--- src/rtl/bog_pkg.sv ---
// Package with shared constants, register codes and an arithmetic helper for the offset gradient block.
package bog_pkg;

   localparam int COORD_LIMIT_DEF = 4096;
   localparam int TAP_LIMIT_DEF = 16;
   localparam int CSR_ADDR_W = 5;

   typedef enum logic [2:0] {
      REG_PAD_TOP       = 3'd0,
      REG_PAD_COLS      = 3'd1,
      REG_STRIDE_ROWS   = 3'd2,
      REG_STRIDE_COLS   = 3'd3,
      REG_DILATION_ROWS = 3'd4,
      REG_DILATION_COLS = 3'd5,
      REG_IMAGE_HEIGHT  = 3'd6,
      REG_IMAGE_WIDTH   = 3'd7
   } reg_index_type;

   typedef struct packed {
      logic [7:0]  pad_top;
      logic [7:0]  pad_cols;
      logic [3:0]  stride_rows;
      logic [3:0]  stride_cols;
      logic [3:0]  dilation_rows;
      logic [3:0]  dilation_cols;
      logic [12:0] image_height;
      logic [12:0] image_width;
   } cfg_type;

   typedef struct packed {
      logic [11:0] out_row;
      logic [11:0] out_col;
      logic [3:0]  tap_row;
      logic [3:0]  tap_col;
      logic [15:0] shift_row;
      logic [15:0] shift_col;
      logic [15:0] modulation;
      logic [15:0] upstream_grad;
      logic [15:0] value_top_left;
      logic [15:0] value_bottom_left;
      logic [15:0] value_top_right;
      logic [15:0] value_bottom_right;
   } req_word_type;

   typedef struct packed {
      logic [16:0] corner_row;
      logic [16:0] corner_col;
      logic [3:0]  valid_corners;
      logic [31:0] grad_top_left;
      logic [31:0] grad_bottom_left;
      logic [31:0] grad_top_right;
      logic [31:0] grad_bottom_right;
      logic [31:0] grad_shift_row;
      logic [31:0] grad_shift_col;
      logic [31:0] grad_modulation;
   } rsp_word_type;

   // Round half up at bit position s, then saturate to 32 bits.
   function automatic logic [31:0] round_sat(input logic signed [63:0] x, input int s);
      logic signed [63:0] r;
      begin
         r = (x + (64'sd1 <<< (s - 1))) >>> s;
         if (r > 64'sd2147483647) round_sat = 32'h7FFF_FFFF;
         else if (r < -64'sd2147483648) round_sat = 32'h8000_0000;
         else round_sat = r[31:0];
      end
   endfunction

endpackage

--- src/rtl/bog_csr.sv ---
// APB-style configuration registers.
module bog_csr (
   input  logic                            clock,
   input  logic                            reset,
   input  logic                            csr_psel,
   input  logic                            csr_penable,
   input  logic                            csr_pwrite,
   input  logic [bog_pkg::CSR_ADDR_W-1:0]  csr_paddr,
   input  logic [31:0]                     csr_pwdata,
   output logic [31:0]                     csr_prdata,
   output logic                            csr_pready,
   output bog_pkg::cfg_type                cfg
);
   bog_pkg::cfg_type cfg_ff, cfg_in;
   logic             wr_en;
   logic [2:0]       idx;

   assign csr_pready = 1'b1;
   assign wr_en = csr_psel & csr_penable & csr_pwrite;
   assign idx = csr_paddr[4:2];

   always_comb begin
      cfg_in = cfg_ff;
      if (wr_en) begin
         unique case (bog_pkg::reg_index_type'(idx))
            bog_pkg::REG_PAD_TOP:       cfg_in.pad_top = csr_pwdata[7:0];
            bog_pkg::REG_PAD_COLS:      cfg_in.pad_cols = csr_pwdata[7:0];
            bog_pkg::REG_STRIDE_ROWS:   cfg_in.stride_rows = csr_pwdata[3:0];
            bog_pkg::REG_STRIDE_COLS:   cfg_in.stride_cols = csr_pwdata[3:0];
            bog_pkg::REG_DILATION_ROWS: cfg_in.dilation_rows = csr_pwdata[3:0];
            bog_pkg::REG_DILATION_COLS: cfg_in.dilation_cols = csr_pwdata[3:0];
            bog_pkg::REG_IMAGE_HEIGHT:  cfg_in.image_height = csr_pwdata[12:0];
            bog_pkg::REG_IMAGE_WIDTH:   cfg_in.image_width = csr_pwdata[12:0];
            default: ;
         endcase
      end
   end

   always_ff @(posedge clock) begin
      if (reset) begin
         cfg_ff <= '{8'd0, 8'd0, 4'd1, 4'd1, 4'd1, 4'd1, 13'd4096, 13'd4096};
      end else begin
         cfg_ff <= cfg_in;
      end
   end

   always_comb begin
      csr_prdata = '0;
      unique case (bog_pkg::reg_index_type'(idx))
         bog_pkg::REG_PAD_TOP:       csr_prdata = {24'd0, cfg_ff.pad_top};
         bog_pkg::REG_PAD_COLS:      csr_prdata = {24'd0, cfg_ff.pad_cols};
         bog_pkg::REG_STRIDE_ROWS:   csr_prdata = {28'd0, cfg_ff.stride_rows};
         bog_pkg::REG_STRIDE_COLS:   csr_prdata = {28'd0, cfg_ff.stride_cols};
         bog_pkg::REG_DILATION_ROWS: csr_prdata = {28'd0, cfg_ff.dilation_rows};
         bog_pkg::REG_DILATION_COLS: csr_prdata = {28'd0, cfg_ff.dilation_cols};
         bog_pkg::REG_IMAGE_HEIGHT:  csr_prdata = {19'd0, cfg_ff.image_height};
         bog_pkg::REG_IMAGE_WIDTH:   csr_prdata = {19'd0, cfg_ff.image_width};
         default: csr_prdata = '0;
      endcase
   end

   assign cfg = cfg_ff;
endmodule

--- config.mk ---
export PLATFORM = sky130hd
export DESIGN_NAME = bog_csr
export DESIGN_NICKNAME = d
export VERILOG_FILES = /design/src/rtl/bog_pkg.sv /design/src/rtl/bog_csr.sv
export SDC_FILE = /design/constraint.sdc
export NUM_CORES = 1
export LEC_CHECK = 0
export ABC_AREA = 1
export BUFFER_PORTS_ARGS = -buffer_cell sky130_fd_sc_hd__buf_2
export CORE_ASPECT_RATIO = 1.25
export CORE_MARGIN = 2
export CORE_UTILIZATION = 51
export CTS_BUF_LIST = sky130_fd_sc_hd__clkbuf_8
export CTS_CLUSTER_SIZE = 30
export DETAILED_ROUTE_END_ITERATION = 6
export GPL_ROUTABILITY_DRIVEN = 0
export PLACE_DENSITY = 0.91
export SETUP_SLACK_MARGIN = 0.05
export SLEW_MARGIN = 25
export SYNTH_ARGS = -nofsm -noshare
export SYNTH_HDL_FRONTEND = slang
export SYNTH_SLANG_ARGS = --single-unit
--- constraint.sdc ---
create_clock -name clock -period 4 [get_ports clock]
set_input_delay 0.8 -clock clock [delete_from_list [all_inputs] [get_ports clock]]
set_output_delay 0.8 -clock clock [all_outputs]
set_load 0.03 [all_outputs]
==> results.md <==
- Floorplan row count: 29
- Max capacitance violation total: 0
- Sequential share of power: just over 50%
- Count of cell types in the netlist: 20
- # IOs: around 130
- DRT Wirelength: 7.618 mm
- Crit start category: input pin
- Via-to-Cell Ratio: between 5 and 6
- NumNets Final: about 520
- Relative slew slack: between 60% and 70%
- RSZ-0062 raised after global routing: no
- Peak supply drop: roughly 0.24 mV
- DR iter-0 viols: between 200 and 250
- Initial antenna violation count: 0
- Hold Fails Final Rpt: 0
- GRT Overall Usage: a little over a quarter
- Cell area power density: 359.8 mW/mm²
- Final ANT Viol Nets: 0
- Most frequent cells in the layout: nor2_1 (101), buf_2 (91), dfxtp_1 (58), o21ai_0 (52), nand2_1 (50)
- Wire length per cell: 14.19 µm
- Clock sink count: between 50 and 60
- Placed cell count: around 520
- CP Class: in2out
- Post-CTS Resized: 0
- Non-filler cells, final: roughly 540
- Hold crit path type: reg2reg
- Clock power frac: a little under two fifths
- Part of the power in combinational logic: around 11%
- Reg2reg path depth: 2
- Post-route cell area: roughly 0.0033 mm²
- Worst Tran Pin Value: between 500 and 600 ps
- Vias after detailed routing: between 2000 and 3000
- Cells after Synth: slightly below 400
- Net switching power figure: roughly 0.32 mW
- CTS tree: done
- First-pass GRT wire length: 12.26 mm
- Die Footprint: just under 0.006 mm²
- Post-layout util: between 60% and 70%
- Port bufs: 91
- Vias in the first global route: 2665
- Number of diodes: 0
- DRC: 0
- # setup viols final: 0
- H-tree depth: 3
- Static Leak: 1.662 nW
- Clk slew on worst S/H paths: approximately 60 ps
- Status: finished, final reports clean
- Data required, critical path: around 3200 ps
- Die W: between 60 and 70 µm
- Max Transition Viols Final: 0
- Worst EP arrival: approximately 2200 ps
- Sw Ratio: a little over a quarter
- Clock Latency Late Sink: around 330 ps
- Router iterations before antenna repair: 4
- Total grt overflow: 0
- Max Freq: about 330 MHz
- Die Y: ~86 µm
- Period Utilization, post-route: approximately three quarters
- Ys Warns: 0
- Max reg flops: 58
- Core area: 0.005116 mm²
- Crit path time final: about 3000 ps
- Hold depth: 2
- CTS max path bufs: 2
- Sequential area share after synthesis: a little over two fifths
- Syn avg cell area: slightly below 7 µm²
- Post-CTS Hold Fix Bufs: 0
- Num CTS Buffers: 9
- Top cell type's share of synthesized area: ~43%
- Commonest non-fill, non-tap cell in the layout: nor2_1
- Share of cells above drive strength 1: between 20% and 30%
- Largest cells by area after synthesis: dfxtp_1 (43%), nor2_1 (14%), o21ai_0 (9.5%)
- Post-Syn Area: between 0.002 and 0.003 mm²
- Post-synth top area cell: dfxtp_1
- CP max FO: 17
- Post-DP HPWL: 5.359 mm
- P&R area growth vs syn: 19.25%
- Post-DP Area: 0.003097 mm²
- CP endpoint kind: output pin
- Internal: approximately 0.86 mW
- Post-CTS setup buffers: 0
- Initial core utilization: a little over half
- Largest net degree at the start of global routing: slightly below 60
- FF+latch count, synth: a little under 60
- Skew final: 0 ps
- Post-route setup TNS: 0 ps
- Root Driver: clkbuf_8
cells by family after synthesis:
| family | share of synthesized area (%) |
|---|---|
| DFF | 42.53 |
| other | 0.2751 |
| buffers and inverters | 11.46 |
| AOI/OAI and AO/OA | 11.32 |
| and+or+nand+nor | 34.42 |
per-layer routing:
layer / global-route usage (%) / wire length, µm / vias up
met1: 31.38 / 3117 / 1323
li1: - / - / 1421
met5: 0 / 0 / -
met2: 42.57 / 3607 / 155
met4: 17.29 / 296 / 0
met3: 5.758 / 597 / 27
Yosys cell counts (all sizes together):
library cell and count:
nor2 106, dfxtp 58, o21ai 53, nand2 50, buf 30, nand4 21
nand3 20, nor3 19, inv 16, clkbuf 12, a22o 5, conb 2
clkinv 1
path summary, 6_finish.rpt:
path | start | endpoint | slack (ps)
setup / recovery | csr_paddr[4] | csr_prdata[0] | 960
hold / removal | cfg[4]$_SDFFE_PP0P_ | cfg[4]$_SDFFE_PP0P_ | 500
setup reg to reg | cfg[54]$_SDFFE_PP0P_ | cfg[54]$_SDFFE_PP0P_ | 3310
hold reg to reg | cfg[4]$_SDFFE_PP0P_ | cfg[4]$_SDFFE_PP0P_ | 500
per-stage QoR:
stage	setup slack [ps]	total power [mW]	hold slack, ps
after floorplan	1368	0.7129	601.8
after global placement	949.7	0.7308	466.1
after detailed placement	943.3	0.7331	487.9
after CTS	937.5	1.181	500.3
after global routing	781.0	1.215	523.9
final	964.0	1.171	498.8
power by group through the flow:
stage / clock, mW / combinational (mW) / sequential, mW
after floorplan: 0 / 0.0955 / 0.617
after global placement: 0 / 0.127 / 0.603
after detailed placement: 0 / 0.129 / 0.604
after CTS: 0.460 / 0.130 / 0.591
after global routing: 0.482 / 0.141 / 0.592
final: 0.449 / 0.131 / 0.591
worst max-delay path, stage by stage:
cell     delay, ps
buf_2          180
inv_2          240
nand2_1        280
inv_1          310
nand2_1        100
nand3_1        120
buf_2          200
layout make-up:
class,instances,area [µm²]
Clock buffer,11,151.4
Clock inverter,2,7.507
Fill cell,467,1861
Inverter,17,63.81
Multi-Input combinational cell,294,1324
Sequential cell,58,1161
Tap cell,62,77.57
Timing Repair Buffer,93,470.5
Note: power is estimated with default switching activity, not from simulation.
